--- src/hw/rtl/dpom_pkg.sv ---
// ----------------------------------------------------------------------------
// dpom_pkg: shared constants and types of the dust pulse occupancy meter
// Counter widths, fixed-point coefficients, register indexes and the
// structs that pass between the tick counter, MAC and sequencer.
// ----------------------------------------------------------------------------
package dpom_pkg;

	// time base and counters
	localparam int TICKS_PER_MS = 1000;
	localparam int PRESCALE_W   = $clog2(TICKS_PER_MS + 1);
	localparam int CNT_W        = 32;
	localparam logic [CNT_W-1:0] CNT_MAX = {CNT_W{1'b1}};
	localparam int MS_W         = 16;

	// configuration port
	localparam int CFG_IDX_W = 4;
	localparam logic [CFG_IDX_W-1:0] REG_WINDOW_MS = 4'd0;
	localparam logic [CFG_IDX_W-1:0] REG_WARMUP_MS = 4'd1;
	localparam logic [MS_W-1:0] WINDOW_MS_RST = 16'd30000;
	localparam logic [MS_W-1:0] WARMUP_MS_RST = 16'd30000;

	// divider: (total << 16) / (window_ms * 10)
	localparam int DIVD_W    = CNT_W + 16;
	localparam int DIVS_W    = 20;
	localparam int DIV_CNT_W = $clog2(DIVD_W + 1);
	localparam int RATIO_W   = 23;

	// serial multiply-accumulate
	localparam int ACC_W = 64;
	localparam int MB_W  = 26;
	localparam logic [MB_W-1:0] K_CUBE   = 26'd72090;
	localparam logic [MB_W-1:0] K_SQUARE = 26'd249037;
	localparam logic [MB_W-1:0] K_LINEAR = 26'd34078720;
	localparam logic [MB_W-1:0] K_X100   = 26'd100;
	localparam logic [ACC_W-1:0] ACC_CONST = 64'd40632 << 16;
	localparam logic [ACC_W-1:0] ACC_ROUND = 64'h0000_0000_8000_0000;

	// result
	localparam int CONC_W = 28;
	localparam logic [CONC_W-1:0] VALID_LOW  = 28'd63;
	localparam logic [CONC_W-1:0] VALID_HIGH = 28'd111400000;

	// window close event from the tick counter
	typedef struct packed {
		logic             close;
		logic             warmed;
		logic [CNT_W-1:0] total;
		logic [MS_W-1:0]  win;
	} tick_evt_t;

	// one multiply-accumulate command
	typedef struct packed {
		logic             start;
		logic             sub;
		logic [ACC_W-1:0] init;
		logic [ACC_W-1:0] a;
		logic [MB_W-1:0]  b;
	} mac_cmd_t;

endpackage

--- src/hw/rtl/dpom_tick.sv ---
// ----------------------------------------------------------------------------
// dpom_tick: pulse timing and millisecond counters
// Times low pulses, sums them per window, runs the millisecond prescaler,
// warm-up and window counters, and flags the item that closes a window.
// ----------------------------------------------------------------------------
module dpom_tick import dpom_pkg::*; (
	input  logic            clk,
	input  logic            arst_n,
	input  logic            step,
	input  logic            pin_low,
	input  logic [MS_W-1:0] window_ms,
	input  logic [MS_W-1:0] warmup_ms,
	output tick_evt_t       evt
);

	logic                  level_q;
	logic [CNT_W-1:0]      pulse_q, pulse_d;
	logic [CNT_W-1:0]      total_q, total_d;
	logic [CNT_W:0]        sum;
	logic [PRESCALE_W-1:0] prescale_q, prescale_d;
	logic [MS_W-1:0]       wcnt_q, wcnt_d, wcnt_inc;
	logic [MS_W-1:0]       warm_cnt_q, warm_cnt_d;
	logic                  warmed_q, warmed_d;
	logic                  ms_tick;
	logic                  close;
	logic [MS_W-1:0]       win_eff;

	// next state for one sample
	always_comb begin
		pulse_d = pulse_q;
		total_d = total_q;
		sum = {1'b0, total_q} + {1'b0, pulse_q};
		if (pin_low) begin
			if (!level_q)
				pulse_d = CNT_W'(1);
			else if (pulse_q != CNT_MAX)
				pulse_d = pulse_q + CNT_W'(1);
		end else if (level_q) begin
			total_d = sum[CNT_W] ? CNT_MAX : sum[CNT_W-1:0];
			pulse_d = '0;
		end

		ms_tick = (prescale_q == PRESCALE_W'(TICKS_PER_MS - 1));
		prescale_d = ms_tick ? '0 : prescale_q + PRESCALE_W'(1);

		// warm-up latches once and stays
		warmed_d = warmed_q;
		warm_cnt_d = warm_cnt_q;
		if (ms_tick && !warmed_q) begin
			if (warm_cnt_q >= warmup_ms)
				warmed_d = 1'b1;
			else
				warm_cnt_d = warm_cnt_q + MS_W'(1);
		end

		// window counter, zero length acts as one millisecond
		win_eff = (window_ms == '0) ? MS_W'(1) : window_ms;
		wcnt_inc = (wcnt_q != {MS_W{1'b1}}) ? wcnt_q + MS_W'(1) : wcnt_q;
		close = ms_tick && (wcnt_inc >= win_eff);
		if (!ms_tick)
			wcnt_d = wcnt_q;
		else if (close)
			wcnt_d = '0;
		else
			wcnt_d = wcnt_inc;
	end

	assign evt.close  = close;
	assign evt.warmed = warmed_d;
	assign evt.total  = total_d;
	assign evt.win    = win_eff;

	always_ff @(posedge clk or negedge arst_n) begin
		if (!arst_n) begin
			level_q    <= 1'b0;
			pulse_q    <= '0;
			total_q    <= '0;
			prescale_q <= '0;
			wcnt_q     <= '0;
			warm_cnt_q <= '0;
			warmed_q   <= 1'b0;
		end else if (step) begin
			level_q    <= pin_low;
			pulse_q    <= pulse_d;
			total_q    <= close ? '0 : total_d;
			prescale_q <= prescale_d;
			wcnt_q     <= wcnt_d;
			warm_cnt_q <= warm_cnt_d;
			warmed_q   <= warmed_d;
		end
	end

endmodule

--- src/hw/rtl/dpom_div.sv ---
// ----------------------------------------------------------------------------
// dpom_div: bit-serial restoring divider
// One quotient bit per cycle; the dividend shift register turns into the
// quotient after DIVD_W steps.
// ----------------------------------------------------------------------------
module dpom_div import dpom_pkg::*; (
	input  logic              clk,
	input  logic              arst_n,
	input  logic              start,
	input  logic [DIVD_W-1:0] dividend,
	input  logic [DIVS_W-1:0] divisor,
	output logic              busy,
	output logic [DIVD_W-1:0] quo
);

	logic [DIV_CNT_W-1:0] cnt_q;
	logic [DIVS_W-1:0]    rem_q;
	logic [DIVS_W-1:0]    d_q;
	logic [DIVD_W-1:0]    n_q;
	logic [DIVS_W:0]      trial;
	logic [DIVS_W+1:0]    diff;
	logic                 ge;

	// one trial subtraction
	always_comb begin
		trial = {rem_q, n_q[DIVD_W-1]};
		diff  = {1'b0, trial} - {2'b00, d_q};
		ge    = !diff[DIVS_W+1];
	end

	assign busy = (cnt_q != '0);
	assign quo  = n_q;

	always_ff @(posedge clk or negedge arst_n) begin
		if (!arst_n) begin
			cnt_q <= '0;
		end else if (start) begin
			cnt_q <= DIV_CNT_W'(DIVD_W);
		end else if (busy) begin
			cnt_q <= cnt_q - DIV_CNT_W'(1);
		end
	end

	always_ff @(posedge clk) begin
		if (start) begin
			rem_q <= '0;
			d_q   <= divisor;
			n_q   <= dividend;
		end else if (busy) begin
			rem_q <= ge ? diff[DIVS_W-1:0] : trial[DIVS_W-1:0];
			n_q   <= {n_q[DIVD_W-2:0], ge};
		end
	end

endmodule

--- src/hw/rtl/dpom_mac.sv ---
// ----------------------------------------------------------------------------
// dpom_mac: serial shift-add multiply-accumulate
// Retires one multiplier bit per cycle: acc = init +/- a * b. Finishes as
// soon as the remaining multiplier bits are zero.
// ----------------------------------------------------------------------------
module dpom_mac import dpom_pkg::*; (
	input  logic             clk,
	input  logic             arst_n,
	input  mac_cmd_t         cmd,
	output logic             busy,
	output logic [ACC_W-1:0] acc
);

	logic [ACC_W-1:0] acc_q;
	logic [ACC_W-1:0] a_q;
	logic [MB_W-1:0]  b_q;
	logic             sub_q;

	assign busy = (b_q != '0);
	assign acc  = acc_q;

	// multiplier bits are control: they decide when the unit is done
	always_ff @(posedge clk or negedge arst_n) begin
		if (!arst_n) begin
			b_q   <= '0;
			sub_q <= 1'b0;
		end else if (cmd.start) begin
			b_q   <= cmd.b;
			sub_q <= cmd.sub;
		end else if (busy) begin
			b_q   <= b_q >> 1;
		end
	end

	always_ff @(posedge clk) begin
		if (cmd.start) begin
			acc_q <= cmd.init;
			a_q   <= cmd.a;
		end else if (busy) begin
			if (b_q[0])
				acc_q <= sub_q ? acc_q - a_q : acc_q + a_q;
			a_q <= a_q << 1;
		end
	end

endmodule

--- src/hw/rtl/dust_pulse_occupancy_meter_unit.sv ---
// ----------------------------------------------------------------------------
// dust_pulse_occupancy_meter_unit: dust sensor low pulse occupancy meter
// After the item that closes a window the result takes a 48-step serial divide,
// then six shift-add multiplies whose length follows the multiplier bits, and
// is loaded into the output register once the output is free.
// Throughput: one item per cycle; after a window-closing item s_tready stays
// low until its result sits in the output register.
// Reset: asynchronous, clears all counters and the output valid; both registers
// return to 30000 ms.
// ----------------------------------------------------------------------------
module dust_pulse_occupancy_meter_unit import dpom_pkg::*; (
	input  logic                 clk,
	input  logic                 arst_n,
	// input items
	input  logic                 s_tvalid,
	output logic                 s_tready,
	input  logic [7:0]           s_tdata,   // [0] pin_low
	// result items
	output logic                 m_tvalid,
	input  logic                 m_tready,
	output logic [87:0]          m_tdata,   // [27:0] reported_x100, [55:28] raw_x100,
	                                        // [87:56] low_time_us
	output logic [0:0]           m_tuser,   // [0] value_valid
	// configuration writes
	input  logic                 cfg_valid,
	output logic                 cfg_ready,
	input  logic [CFG_IDX_W-1:0] cfg_index,
	input  logic [MS_W-1:0]      cfg_data
);

	localparam logic [3:0] S_IDLE = 4'd0;
	localparam logic [3:0] S_DIV  = 4'd1;
	localparam logic [3:0] S_RR   = 4'd2;
	localparam logic [3:0] S_R2R  = 4'd3;
	localparam logic [3:0] S_CUBE = 4'd4;
	localparam logic [3:0] S_SQ   = 4'd5;
	localparam logic [3:0] S_LIN  = 4'd6;
	localparam logic [3:0] S_X100 = 4'd7;

	logic [3:0]         state_q, state_d;
	logic [MS_W-1:0]    window_ms_q, warmup_ms_q;
	logic               step;
	tick_evt_t          evt;
	logic               div_start, div_busy;
	logic [DIVD_W-1:0]  quo;
	logic [DIVS_W-1:0]  divisor;
	mac_cmd_t           mac_cmd;
	logic               mac_busy;
	logic [ACC_W-1:0]   acc;
	logic [RATIO_W-1:0] r_sat, r_q;
	logic [29:0]        r2_q;
	logic               r_ld, r2_ld, out_ld, snap_ld;
	logic [CNT_W-1:0]   total_q;
	logic               warmed_q;
	logic [CONC_W-1:0]  raw;
	logic               valid;
	logic               out_valid_q;
	logic [CONC_W-1:0]  out_rep_q, out_raw_q;
	logic [CNT_W-1:0]   out_low_q;
	logic               out_valid_flag_q;

	// configuration registers, always ready
	assign cfg_ready = 1'b1;

	always_ff @(posedge clk or negedge arst_n) begin
		if (!arst_n) begin
			window_ms_q <= WINDOW_MS_RST;
			warmup_ms_q <= WARMUP_MS_RST;
		end else if (cfg_valid) begin
			unique case (cfg_index)
				REG_WINDOW_MS: window_ms_q <= cfg_data;
				REG_WARMUP_MS: warmup_ms_q <= cfg_data;
				default: ;
			endcase
		end
	end

	// per-sample counters
	assign s_tready = (state_q == S_IDLE);
	assign step     = s_tvalid && s_tready;

	dpom_tick u_tick (
		.clk       (clk),
		.arst_n    (arst_n),
		.step      (step),
		.pin_low   (s_tdata[0]),
		.window_ms (window_ms_q),
		.warmup_ms (warmup_ms_q),
		.evt       (evt)
	);

	// ratio divide: window_ms * 10 as two shifts
	assign divisor = (DIVS_W'(evt.win) << 3) + (DIVS_W'(evt.win) << 1);

	dpom_div u_div (
		.clk      (clk),
		.arst_n   (arst_n),
		.start    (div_start),
		.dividend ({evt.total, 16'h0000}),
		.divisor  (divisor),
		.busy     (div_busy),
		.quo      (quo)
	);

	dpom_mac u_mac (
		.clk    (clk),
		.arst_n (arst_n),
		.cmd    (mac_cmd),
		.busy   (mac_busy),
		.acc    (acc)
	);

	// ratio saturates at 127.99998 in Q7.16
	assign r_sat = (quo[DIVD_W-1:RATIO_W] != '0) ? {RATIO_W{1'b1}} : quo[RATIO_W-1:0];

	assign raw   = acc[32 +: CONC_W];
	assign valid = warmed_q && (raw > VALID_LOW) && (raw < VALID_HIGH);

	// sequencer: divide, r^2, r^3, cubic accumulate, scale by 100
	always_comb begin
		state_d   = state_q;
		div_start = 1'b0;
		mac_cmd   = '0;
		r_ld      = 1'b0;
		r2_ld     = 1'b0;
		out_ld    = 1'b0;
		snap_ld   = 1'b0;
		unique case (state_q)
			S_IDLE: begin
				if (step && evt.close) begin
					div_start = 1'b1;
					snap_ld   = 1'b1;
					state_d   = S_DIV;
				end
			end
			S_DIV: begin
				if (!div_busy) begin
					r_ld          = 1'b1;
					mac_cmd.start = 1'b1;
					mac_cmd.a     = ACC_W'(r_sat);
					mac_cmd.b     = MB_W'(r_sat);
					state_d       = S_RR;
				end
			end
			S_RR: begin
				if (!mac_busy) begin
					r2_ld         = 1'b1;
					mac_cmd.start = 1'b1;
					mac_cmd.a     = ACC_W'(acc[45:16]);
					mac_cmd.b     = MB_W'(r_q);
					state_d       = S_R2R;
				end
			end
			S_R2R: begin
				if (!mac_busy) begin
					mac_cmd.start = 1'b1;
					mac_cmd.init  = ACC_CONST;
					mac_cmd.a     = ACC_W'(acc[52:16]);
					mac_cmd.b     = K_CUBE;
					state_d       = S_CUBE;
				end
			end
			S_CUBE: begin
				if (!mac_busy) begin
					mac_cmd.start = 1'b1;
					mac_cmd.sub   = 1'b1;
					mac_cmd.init  = acc;
					mac_cmd.a     = ACC_W'(r2_q);
					mac_cmd.b     = K_SQUARE;
					state_d       = S_SQ;
				end
			end
			S_SQ: begin
				if (!mac_busy) begin
					mac_cmd.start = 1'b1;
					mac_cmd.init  = acc;
					mac_cmd.a     = ACC_W'(r_q);
					mac_cmd.b     = K_LINEAR;
					state_d       = S_LIN;
				end
			end
			S_LIN: begin
				// negative sum clamps to zero, then round half up
				if (!mac_busy) begin
					mac_cmd.start = 1'b1;
					mac_cmd.init  = ACC_ROUND;
					mac_cmd.a     = acc[ACC_W-1] ? '0 : acc;
					mac_cmd.b     = K_X100;
					state_d       = S_X100;
				end
			end
			S_X100: begin
				if (!mac_busy && (!out_valid_q || m_tready)) begin
					out_ld  = 1'b1;
					state_d = S_IDLE;
				end
			end
			default: state_d = S_IDLE;
		endcase
	end

	always_ff @(posedge clk or negedge arst_n) begin
		if (!arst_n) begin
			state_q     <= S_IDLE;
			out_valid_q <= 1'b0;
		end else begin
			state_q <= state_d;
			if (out_ld)
				out_valid_q <= 1'b1;
			else if (m_tready)
				out_valid_q <= 1'b0;
		end
	end

	// operand and result registers
	always_ff @(posedge clk) begin
		if (snap_ld) begin
			total_q  <= evt.total;
			warmed_q <= evt.warmed;
		end
		if (r_ld)
			r_q <= r_sat;
		if (r2_ld)
			r2_q <= acc[45:16];
		if (out_ld) begin
			out_rep_q        <= valid ? raw : '0;
			out_raw_q        <= raw;
			out_low_q        <= total_q;
			out_valid_flag_q <= valid;
		end
	end

	assign m_tvalid = out_valid_q;
	assign m_tdata  = {out_low_q, out_raw_q, out_rep_q};
	assign m_tuser  = out_valid_flag_q;

endmodule
--- config.mk ---
export PLATFORM = sky130hd
export DESIGN_NAME = dust_pulse_occupancy_meter_unit
export DESIGN_NICKNAME = d
export VERILOG_FILES = /design/src/hw/rtl/dpom_pkg.sv /design/src/hw/rtl/dpom_tick.sv /design/src/hw/rtl/dpom_div.sv /design/src/hw/rtl/dpom_mac.sv /design/src/hw/rtl/dust_pulse_occupancy_meter_unit.sv
export SDC_FILE = /design/constraint.sdc
export NUM_CORES = 1
export LEC_CHECK = 0
export BUFFER_PORTS_ARGS = -buffer_cell sky130_fd_sc_hd__buf_2
export CAP_MARGIN = 0
export CORE_ASPECT_RATIO = 1.1
export CORE_MARGIN = 2
export CORE_UTILIZATION = 65
export CTS_BUF_LIST = sky130_fd_sc_hd__clkbuf_4
export CTS_CLUSTER_SIZE = 14
export DETAILED_ROUTE_END_ITERATION = 10
export MAX_ROUTING_LAYER = met4
export PLACE_DENSITY = 0.9
export SLEW_MARGIN = 30
export SYNTH_ARGS = -nofsm -noshare
export SYNTH_HDL_FRONTEND = slang
export SYNTH_SLANG_ARGS = --single-unit
--- constraint.sdc ---
create_clock -name clk -period 10.28 [get_ports clk]
set_clock_uncertainty 0.2 [all_clocks]
set_input_delay 1.028 -clock clk [delete_from_list [all_inputs] [get_ports clk]]
set_output_delay 1.028 -clock clk [all_outputs]
set_load 0.01 [all_outputs]
Yosys cells after proc, flatten, opt, wreduce, memory -nomap -nowiden
Cells that the tools add are included.
{"block": "totals", "reg_bits": 569, "inputBits": 33}
{"block": "classes", "add_sub_neg": 10, "order_cmp": 4, "eq_ne": 22, "n_mux": 58, "bitwise_logic": 1, "n_reduce_logical": 31}
{"operator": "90-bit one-hot mux with 6 select lines", "n": 1}
{"operator": "64-bit 2-to-1 mux", "n": 6}
{"operator": "32-bit 2-to-1 mux", "n": 8}
{"operator": "64-bit one-hot mux with 4 select lines", "n": 1}
{"operator": "122-bit 2-to-1 mux", "n": 2}
{"operator": "156-bit 2-to-1 mux", "n": 1}
{"operator": "154-bit 2-to-1 mux", "n": 1}
{"operator": "48-bit 2-to-1 mux", "n": 2}
{"operator": "64-bit adder", "n": 1}
{"operator": "64-bit subtractor", "n": 1}
{"operator": "63-bit 2-to-1 mux", "n": 1}
{"operator": "56-bit 2-to-1 mux", "n": 1}
{"operator": "26-bit 2-to-1 mux", "n": 2}
{"operator": "49-bit 2-to-1 mux", "n": 1}
{"operator": "16-bit 2-to-1 mux", "n": 3}
{"operator": "32-bit by 32-bit adder with 33-bit output", "n": 1}
{"operator": "16-bit by 1-bit adder with 16-bit output (second input constant)", "n": 2}
{"operator": "32-bit by 1-bit adder with 32-bit output (second input constant)", "n": 1}
{"operator": "16-bit >= comparator", "n": 2}
{"operator": "4-bit 2-to-1 mux", "n": 8}
{"operator": "32-bit != test (second input constant)", "n": 1}
{"operator": "4-bit one-hot mux with 8 select lines", "n": 1}
{"operator": "28-bit by 6-bit greater-than comparator with 1-bit output (second input constant)", "n": 1}
{"operator": "28-bit by 27-bit less-than comparator with 1-bit output (second input constant)", "n": 1}
{"operator": "other kinds (33)", "n": 76}

Longest topological paths before layout
Gate-level depths: netlist (run 1).
{"block": "logic_depth", "ltp_word": 8, "mapped_depth": 22, "ltp_nobuf": 21}

Cells and area by module
A second synthesis (run 1) with hierarchy kept.
{"block": "hier_totals", "cells_unflattened": 3458, "area_unflattened_um2": 34503.1}
{"module": "dpom_mac", "n_inst": 1, "cells_each": 1250, "area_each_um2": 11654.9, "seq_area_each_um2": 4519.3}
{"module": "dust_pulse_occupancy_meter_unit", "n_inst": 1, "cells_each": 794, "area_each_um2": 9815.7, "seq_area_each_um2": 6173.4}
{"module": "dpom_tick", "n_inst": 1, "cells_each": 995, "area_each_um2": 8216.6, "seq_area_each_um2": 2702.6}
{"module": "dpom_div", "n_inst": 1, "cells_each": 419, "area_each_um2": 4815.9, "seq_area_each_um2": 2592.5}

Least setup slack after synthesis (run 1)
Ideal clock, no wire load.
{"block": "synth_path", "path_kind": "register to register", "startpoint": "reg u_mac.b_q[9]", "endpoint": "reg out_valid_q (netlist: m_tvalid)", "setup_time_ns": 0.103, "arrival_ns": 8.292, "required_ns": 9.977, "slack_ns": 1.685, "stages_incl_launch_ff": 8, "n_path_buf": 0, "period_less_slack_ns": 8.595, "cell_sequence": "dfrtp_1 -> or4_1 -> nor3_1 -> nand4_1 -> inv_2 -> nand2_1 -> nor3_1 -> or2_2"}
{"block": "synth_between", "elab_chain_len": 6, "elab_cells_between_ends": 7}
{"item": "start, declared", "line_no": "dpom_mac.sv:16", "rtl": "logic [MB_W-1:0] b_q;"}
{"item": "start signal, assigned", "line_no": "dpom_mac.sv:28", "rtl": "b_q <= cmd.b;"}
{"item": "start signal, assigned", "line_no": "dpom_mac.sv:31", "rtl": "b_q <= b_q >> 1;"}
{"item": "26-bit nonzero test *", "line_no": "dpom_mac.sv:19", "rtl": "assign busy = (b_q != '0);"}
{"item": "1-bit logical NOT *", "line_no": "dust_pulse_occupancy_meter_unit.sv:193", "rtl": "if (!mac_busy && (!out_valid_q || m_tready)) begin"}
{"item": "1-bit logical AND *", "line_no": "dust_pulse_occupancy_meter_unit.sv:193"}
{"item": "1-bit 2-to-1 mux *", "line_no": "dust_pulse_occupancy_meter_unit.sv:193"}
{"item": "1-bit 2-to-1 mux *", "line_no": "dust_pulse_occupancy_meter_unit.sv:128", "rtl": "unique case (state_q)"}
{"item": "net out_ld", "line_no": "dust_pulse_occupancy_meter_unit.sv:52", "rtl": "logic r_ld, r2_ld, out_ld, snap_ld;"}
{"item": "1-bit 2-to-1 mux or 2-bit nonzero test (tied branches)"}
{"item": "end signal, assigned", "line_no": "dust_pulse_occupancy_meter_unit.sv:205", "rtl": "out_valid_q <= 1'b0;"}
{"item": "end signal, assigned", "line_no": "dust_pulse_occupancy_meter_unit.sv:209", "rtl": "out_valid_q <= 1'b1;"}
{"item": "end signal, assigned", "line_no": "dust_pulse_occupancy_meter_unit.sv:211", "rtl": "out_valid_q <= 1'b0;"}
{"item": "end, declared", "line_no": "dust_pulse_occupancy_meter_unit.sv:57", "rtl": "logic out_valid_q;"}
Mark *: on every way through the listed nets, which the timed path passes. The rest lies on a longest branch.
A chain may end at the register's enable or synchronous reset.

Worst setup path in the final report (run 1)
{"block": "layout_path", "startpoint": "reg u_mac.a_q[5]", "endpoint": "reg u_mac.acc_q[61] (netlist: u_mac.acc[61]), data pin"}
{"block": "layout_between", "elab_chain_len": 5, "elab_cells_between_ends": 6}
{"item": "start, declared", "line_no": "dpom_mac.sv:15", "rtl": "logic [ACC_W-1:0] a_q;"}
{"item": "start signal, assigned", "line_no": "dpom_mac.sv:38", "rtl": "a_q <= cmd.a;"}
{"item": "start signal, assigned", "line_no": "dpom_mac.sv:42", "rtl": "a_q <= a_q << 1;"}
{"item": "64-bit adder or 64-bit subtractor (tied branches)", "line_no": "dpom_mac.sv:41", "rtl": "acc_q <= sub_q ? acc_q - a_q : acc_q + a_q;"}
{"item": "64-bit 2-to-1 mux *", "line_no": "dpom_mac.sv:41"}
{"item": "64-bit 2-to-1 mux *", "line_no": "dpom_mac.sv:40", "rtl": "if (b_q[0])"}
{"item": "64-bit 2-to-1 mux *", "line_no": "dpom_mac.sv:39", "rtl": "end else if (busy) begin"}
{"item": "64-bit 2-to-1 mux *", "line_no": "dpom_mac.sv:36", "rtl": "if (cmd.start) begin"}
{"item": "end signal, assigned", "line_no": "dpom_mac.sv:37", "rtl": "acc_q <= cmd.init;"}
{"item": "end signal, assigned", "line_no": "dpom_mac.sv:41"}
{"item": "end, declared", "line_no": "dpom_mac.sv:14", "rtl": "logic [ACC_W-1:0] acc_q;"}
Every way passes the cells marked *; elsewhere a longest branch is shown, timed or not. The select of a mux whose other input is x is not followed.

==> summary.txt, run 1 <==
Cells and area
  • Layout cells sized above 1: between 10 and 15%
  • Post-Layout Cell Count: 4,195
  • Layout Area Growth over Synthesis: 8.98%
  • # nets final: 3,624
  • Leading cell type in the layout, fill and taps excluded: nand2_1
  • # fillers: ~3.4k
  • Commonest cells after routing, fill and taps aside: 358 x nand2_1, 354 x edfxtp_1, 258 x nor2_1

Route
  • Routed len/inst: 19.8 microns
  • Antenna viol nets, final: 0
  • # DRC: 0
  • DRT Pass-1 Iters: 7
  • Routed via count: around 27k
  • Vias/cell: around 6.4
  • WL final: roughly 83 mm
  • Detailed Route Iter0 Violations: ~3.0k

STA
  • Final hold vios: 0
  • Slew headroom: 32.5%
  • Fin crit share: between 50% and 60%
  • Crit path time final: ~6.0 ns
  • Slew @ Worst Pin: 1.01 ns
  • Slew Viols, Final: 0
  • Final setup vio count: 0
  • Highest Clock Rate: between 0.15 and 0.2 GHz
  • Setup TNS: 0 ns
  • RSZ-0062 raised after global routing: false
  • Hold WS: around 0.094 ns

Global route
  • Met2 Track Usage GR: 52.6%
  • Total GRT Usage: approximately a third
  • First-pass GRT wire length: between 100 and 150 mm
  • Antenna violations before repair: 1
  • GR peak layer: met2
  • Largest net degree at the start of global routing: 87
  • Grt ovf: 0
  • GR Layer Usage met1: 40.2%
  • Met3 usage: under 10%
  • Vias in the first global route: between 20k and 30k

Logic synthesis
  • Post-Synthesis Cells: approximately 3.3k
  • Mean Syn Cell Area: 9.89 sq um
  • Syn_nets: between 3k and 4k
  • Yosys reg bits: around 570
  • Ys Warns: 0
  • Ys flop type: edfxtp_1
  • Seq/Total Area, Yosys: 48.5%
  • Post-synthesis async set-or-reset flop share: between 30% and 40%
  • Mapped cell area: approximately 33,000 sq um
  • Post-synth EDFFs: approximately 350
  • Synth cell types: 94

Floorplanning
  • Die Footprint: a little over 50,000 sq um
  • IO Count: between 100 and 150
  • Core box area: approximately 50,000 sq um
  • Starting density of the core: about 65%
  • Die H: ~240 microns
  • FP Rows: 86
  • Die W: approximately 220 microns

Clock network
  • Postcts setup bufs: 0
  • Clock transition at path regs: approximately 0.07 ns
  • Clock tree buffer depth: 3
  • CTS sink count: between 500 and 600
  • Root buf cell: clkbuf_4
  • CTS buffer count: approximately 140
  • H-Tree Level Count: 4
  • Clock latency on the worst-skew pair: between 0.9 and 1 ns
  • CTS tree: done

Power and ir drop
  • Power Dens Cells: roughly 130 nW/um^2
  • Max VDD drop: roughly 0.15 mV
  • Leakage power: 0.0138 uW

Place
  • Inst Count DP: about 4k
  • Port bufs: approximately 120
  • Placer Congestion: just under 1
  • Post-detail-place hpwl: around 57 mm

Worst setup path
  • WP data arrival: roughly 6.6 ns
  • FF-to-FF path depth: 16
  • Nature of the critical path endpoint: flop
  • Worst setup SP type: flop
  • Crit-path max FO: 7
  • Worst Path Required: approximately 11 ns
  • Critical path class: flop to flop

Hold path
  • Hold path depth: 3
  • Hold Crit Class: input pin to flop

Flow run
  • # Max-Cap Violations: 0

Outcome
  • Outcome: complete, no violations
[synth_stat cells (22+ instances only)]
library cell,count,area share [%]
and2_1,55,1.1
inv_1,124,1.4
buf_2,34,0.52
clkbuf_1,119,1.4
a21oi_1,222,3.4
a211oi_1,22,0.51
nor3_1,59,0.91
a21o_1,92,2.1
nand3_1,106,1.6
a22oi_1,32,0.74
nor2b_1,22,0.42
and3_1,56,1.1
dfrtp_1,163,13
edfxtp_1,354,33
nand2_1,360,4.1
o21ai_0,219,3.4
a221oi_1,25,0.67
o31ai_1,29,0.67
nand4_1,49,0.94
ha_1,166,6.4
a22o_1,38,1.0
mux2_2,23,0.80
nor4_1,31,0.60
or2_2,34,0.65
nand2b_1,28,0.54
xor2_1,53,1.4
a31oi_1,43,0.83
o21a_1,23,0.53
nor2_1,260,3.0
xnor2_1,144,3.9
dfxtp_1,36,2.2
[worst max-delay path, stage by stage (launching register included)]
cell and delay (ns):
edfxtp_1 0.42, or3_1 0.44, or3_1 0.40, nor4_2 0.46, nand3b_1 0.23, nor3_1 0.57
nor2_1 0.11, xnor2_1 0.17, ha_1 0.39, a21o_1 0.22, a2111oi_0 0.57, o31ai_1 0.25
a22oi_2 0.30, nand2_1 0.08, a41oi_1 0.52, mux2_2 0.41, nand2_1 0.08
[state kept, by name, indices dropped and copies added (netlist names), 10 cells and up]
| register | flops |
|---|---|
| out_low_q | 32 |
| out_raw_q | 28 |
| out_rep_q | 28 |
| r2_q | 30 |
| r_q | 23 |
| total_q | 32 |
| u_div.d_q | 19 |
| u_div.quo | 48 |
| u_div.rem_q | 20 |
| u_mac.a_q | 64 |
| u_mac.acc | 64 |
| u_mac.b_q | 26 |
| u_tick.prescale_q | 10 |
| u_tick.pulse_q | 32 |
| u_tick.total_q | 32 |
| u_tick.warm_cnt_q | 16 |
| u_tick.wcnt_q | 16 |
| warmup_ms_q | 16 |
| window_ms_q | 16 |
[logic make-up after synthesis]
logic type | synth area share (%)
flip-flops | 48.5
other | 0.0231
buffers and inverters | 3.61
AND/OR/NAND/NOR | 17.0
XOR/XNOR | 5.30
AO/OA/AOI/OAI | 18.0
multiplexers | 0.980
adder cells (fa/ha/maj) | 6.62
[power by group]
group	total, uW	switching, uW	internal (uW)
registers	2480	28.7	2460
logic	290	162	127
clock network	1980	946	1030
[final timing paths]
check                                        from                             to  slack [ns]
max in group asynchronous                  arst_n    warmup_ms_q[11]$_DFFE_PN0P_        7.67
max                        u_mac.a_q[5]$_DFFE_PN_        u_mac.acc[61]$_DFFE_PP_        4.28
max reg2reg                u_mac.a_q[5]$_DFFE_PN_        u_mac.acc[61]$_DFFE_PP_        4.28
min                                  cfg_data[10]    window_ms_q[10]$_DFFE_PN1P_        0.09
min reg2reg                  total_q[4]$_DFFE_PP_         out_low_q[4]$_DFFE_PP_        0.21
min in group asynchronous                  arst_n  u_tick.total_q[5]$_DFFE_PN0P_        0.36
[metrics by stage]
stage | setup slack, ns | cell area (sq um) | power, uW | util (%)
floorplan | 1.69 | 32600 | 2740 | -
global placement | 4.57 | 33600 | 2800 | 67.4
detailed placement | 4.52 | 33600 | 2810 | 67.4
CTS | 4.44 | 35500 | 4770 | 71.2
global route | 3.80 | 35500 | 4930 | 71.2
finish | 4.28 | 35500 | 4750 | 71.2
[cell type report]
class                   count  area (sq um)  area share [%]
well taps                 660           826            2.33
inverters                 125           470            1.33
multi-input cells        2433         15700            44.1
clock inverters            50           314           0.885
clock buffers             207          1550            4.38
repair buffers            152           873            2.46
flip-flops and latches    567         15800            44.5
diodes                      1          2.50         0.00705
[routing by layer]
metal	share of wire (%)	vias to the layer above
met4	5.6	0
met3	9.1	329
met1	38	12675
li1	-	12460
met5	0	-
met2	47	1415
[timing repair]
item / in CTS / in global routing
resized for setup: 0 / 0
hold endpoints to repair: 51 / 0
hold buffers: 5 / 0
No activity file was read; power rests on OpenSTA's default activity.
==> run 2, diff against run 1 <==
--- a/config.mk
+++ b/config.mk
@@ -9,12 +9,12 @@
 export CAP_MARGIN = 0
 export CORE_ASPECT_RATIO = 1.1
 export CORE_MARGIN = 2
-export CORE_UTILIZATION = 65
+export CORE_UTILIZATION = 59
 export CTS_BUF_LIST = sky130_fd_sc_hd__clkbuf_4
 export CTS_CLUSTER_SIZE = 14
 export DETAILED_ROUTE_END_ITERATION = 10
 export MAX_ROUTING_LAYER = met4
-export PLACE_DENSITY = 0.9
+export PLACE_DENSITY = 0.87
 export SLEW_MARGIN = 30
 export SYNTH_ARGS = -nofsm -noshare
 export SYNTH_HDL_FRONTEND = slang
==> constraint.sdc (replaced) <==
create_clock -name clk -period 5.4 [get_ports clk]
set_clock_uncertainty 0.2 [all_clocks]
set_input_delay 0.54 -clock clk [delete_from_list [all_inputs] [get_ports clk]]
set_output_delay 0.54 -clock clk [all_outputs]
set_load 0.01 [all_outputs]
==> run 2 against run 1 <==
Compared with the run above:
- count of clock-buffer cells in the layout grew 1
- sequential power is 91% higher
- clock power up 90%
- via count is 0.44% higher
- design area up 2.5%
- utilization shrank 4.8 points
- global-route usage down 2.8 points
- sequential share of layout area down 1.1 points
- maximum frequency up 17%
- non-clock buffer count up 71
- first-iteration DRC count is 7.4% lower
- flip-flop and latch count unchanged
- largest power group unchanged
- highest routed layer unchanged
==> summary.txt, run 2 (same netlist as run 1, synthesis figures left out) <==
Outcome
  • Outcome: complete, no violations

STA
  • Highest Clock Rate: 0.196 GHz
  • Setup TNS: 0 ns
  • Fin worst setup slack: 0.286 ns
  • Fin crit share: between 90% and 100%
  • Slew headroom: between 30% and 40%
  • RSZ-0062 raised after global routing: false
  • Crit path time final: between 5 and 6 ns
  • Slew @ Worst Pin: between 0.9 and 1 ns
  • Final setup vio count: 0
  • Slew Viols, Final: 0
  • Final hold vios: 0

Cells and area
  • Fin area: 36,400 sq um
  • Layout cells sized above 1: 15.4%
  • Layout Area Growth over Synthesis: 11.6%
  • Leading cell type in the layout, fill and taps excluded: nand2_1
  • Commonest cells after routing, fill and taps aside: 358 x nand2_1, 354 x edfxtp_1, 254 x nor2_1
  • # nets final: ~3.7k
  • Post-Layout Cell Count: about 4.3k

Route
  • # DRC: 0
  • Antenna viol nets, final: 0
  • Routed via count: around 27k
  • DRT Pass-1 Iters: 8
  • Vias/cell: approximately 6.2
  • WL final: 85.0 mm
  • Detailed Route Iter0 Violations: 2,762
  • Routed len/inst: between 15 and 20 microns

Flow run
  • # Max-Cap Violations: 0

Clock network
  • CTS buffer count: between 100 and 150
  • Clock transition at path regs: 0.07 ns
  • Clock tree buffer depth: 3
  • CTS sink count: 567
  • Clock latency on the worst-skew pair: around 0.99 ns
  • H-Tree Level Count: 4
  • Root buf cell: clkbuf_4
  • CTS tree: done

Worst setup path
  • Crit-path max FO: 6
  • Cell Chain, Critical Path: or3_1 > or3_1 > nor4_4 > nand3b_1 > nor2_2 > nand2_1 > nor2_2 > a21oi_1 > xnor2_1 > ha_1 > nand4_1 > nor2_1 > or4b_1 > a21o_1 > and2_1 > o311ai_1 > a31oi_1
  • WP data arrival: between 5 and 6 ns
  • Worst Path Required: 5.90 ns
  • Worst path top cell family by delay: simple AND/OR/NAND/NOR gates
  • Critical Path Stages: 17
  • Worst setup SP type: flop
  • FF-to-FF path depth: 17
  • Critical path class: flop to flop
  • Nature of the critical path endpoint: flop
  • WP buf/inv: 0
  • CP max-delay cell: or4b_1
  • Crit-path max cell delay: roughly 0.46 ns

Place
  • Port bufs: 116
  • Placer Congestion: 0.969
  • Pre-CTS setup slack: 0.0681 ns
  • Inst Count DP: roughly 4.0k
  • Post-detail-place hpwl: slightly below 60 mm
  • Dpl cell area: around 34,000 sq um

Global route
  • Antenna violations before repair: 3
  • Vias in the first global route: between 20k and 30k
  • Grt ovf: 0
  • First-pass GRT wire length: roughly 140 mm
  • Total GRT Usage: a little under a third
  • Largest net degree at the start of global routing: just under 80

Floorplanning
  • FP Rows: 90
  • Starting density of the core: between 50% and 60%
  • Die W: ~230 microns
  • Core box area: 54,700 sq um
  • Die H: between 200 and 300 microns
  • IO Count: about 130
  • Die Footprint: roughly 57,000 sq um

Hold path
  • Hold path depth: 4
  • Hold Crit Class: input pin to flop

Power and ir drop
  • Max VDD drop: around 0.28 mV
  • Leakage power: roughly 0.014 uW
  • Power Dens Cells: 250 nW/um^2
## run 2: through the flow
stage / utilization, % / total power, uW / hold slack [ns]
2_1_floorplan: - / 5210 / 0.0444
4_1_cts: 66.3 / 9130 / 0.0671
3_5_place_dp: 62.2 / 5360 / 0.205
3_3_place_gp: 62.1 / 5320 / 0.201
5_1_grt: 66.4 / 9440 / 0.0986
6_report: 66.4 / 9090 / 0.161
## run 2: path summary, 6_finish.rpt
kind / slack [ns] / from / to
hold / removal: 0.16 / cfg_data[7] / window_ms_q[7]$_DFFE_PN0P_
max in group asynchronous: 3.38 / arst_n / u_mac.sub_q$_DFFE_PN0P_
setup / recovery: 0.29 / u_mac.a_q[5]$_DFFE_PN_ / u_mac.acc[63]$_DFFE_PP_
min in group asynchronous: 0.49 / arst_n / u_tick.warm_cnt_q[12]$_DFFE_PN0P_
setup reg to reg: 0.29 / u_mac.a_q[5]$_DFFE_PN_ / u_mac.acc[63]$_DFFE_PP_
hold reg to reg: 0.21 / total_q[6]$_DFFE_PP_ / out_low_q[6]$_DFFE_PP_
## run 2: per-layer routing
layer	GRT usage (%)	wire length [microns]	vias up
li1	-	-	12599
met1	36.6	33300	12883
met2	48.7	40600	1223
met3	6.40	6780	292
met4	15.7	4250	0
met5	-	0	-
## run 2: area by class of cell
class                   count  area [sq um]
clock inverters            52           317
flip-flops and latches    567         15800
fillers                  4171         18400
multi-input cells        2433         15700
inverters                 125           470
clock buffers             208          1560
well taps                 736           921
diodes                      4          10.0
repair buffers            223          1550
## run 2: worst min-delay path, delay by kind of cell
| kind | cells | cell delay [ns] |
|---|---|---|
| buffers and inverters | 2 | 0.63 |
| AOI/OAI and AO/OA | 1 | 0.07 |
| and+or+nand+nor | 1 | 0.04 |
## run 2: power breakdown
part	switching (uW)	internal (uW)	total, uW
combinational	324	262	586
clock	1840	1930	3770
sequential	56.1	4670	4730
## run 2: repair_timing
| action | 4_1_cts | 5_1_grt |
|---|---|---|
| buffers inserted | 0 | 2 |
| hold buffers | 33 | 0 |
| hold endpoints to repair | 152 | 0 |
| gates resized for setup | 0 | 22 |
| setup endpoints to repair | 0 | 20 |
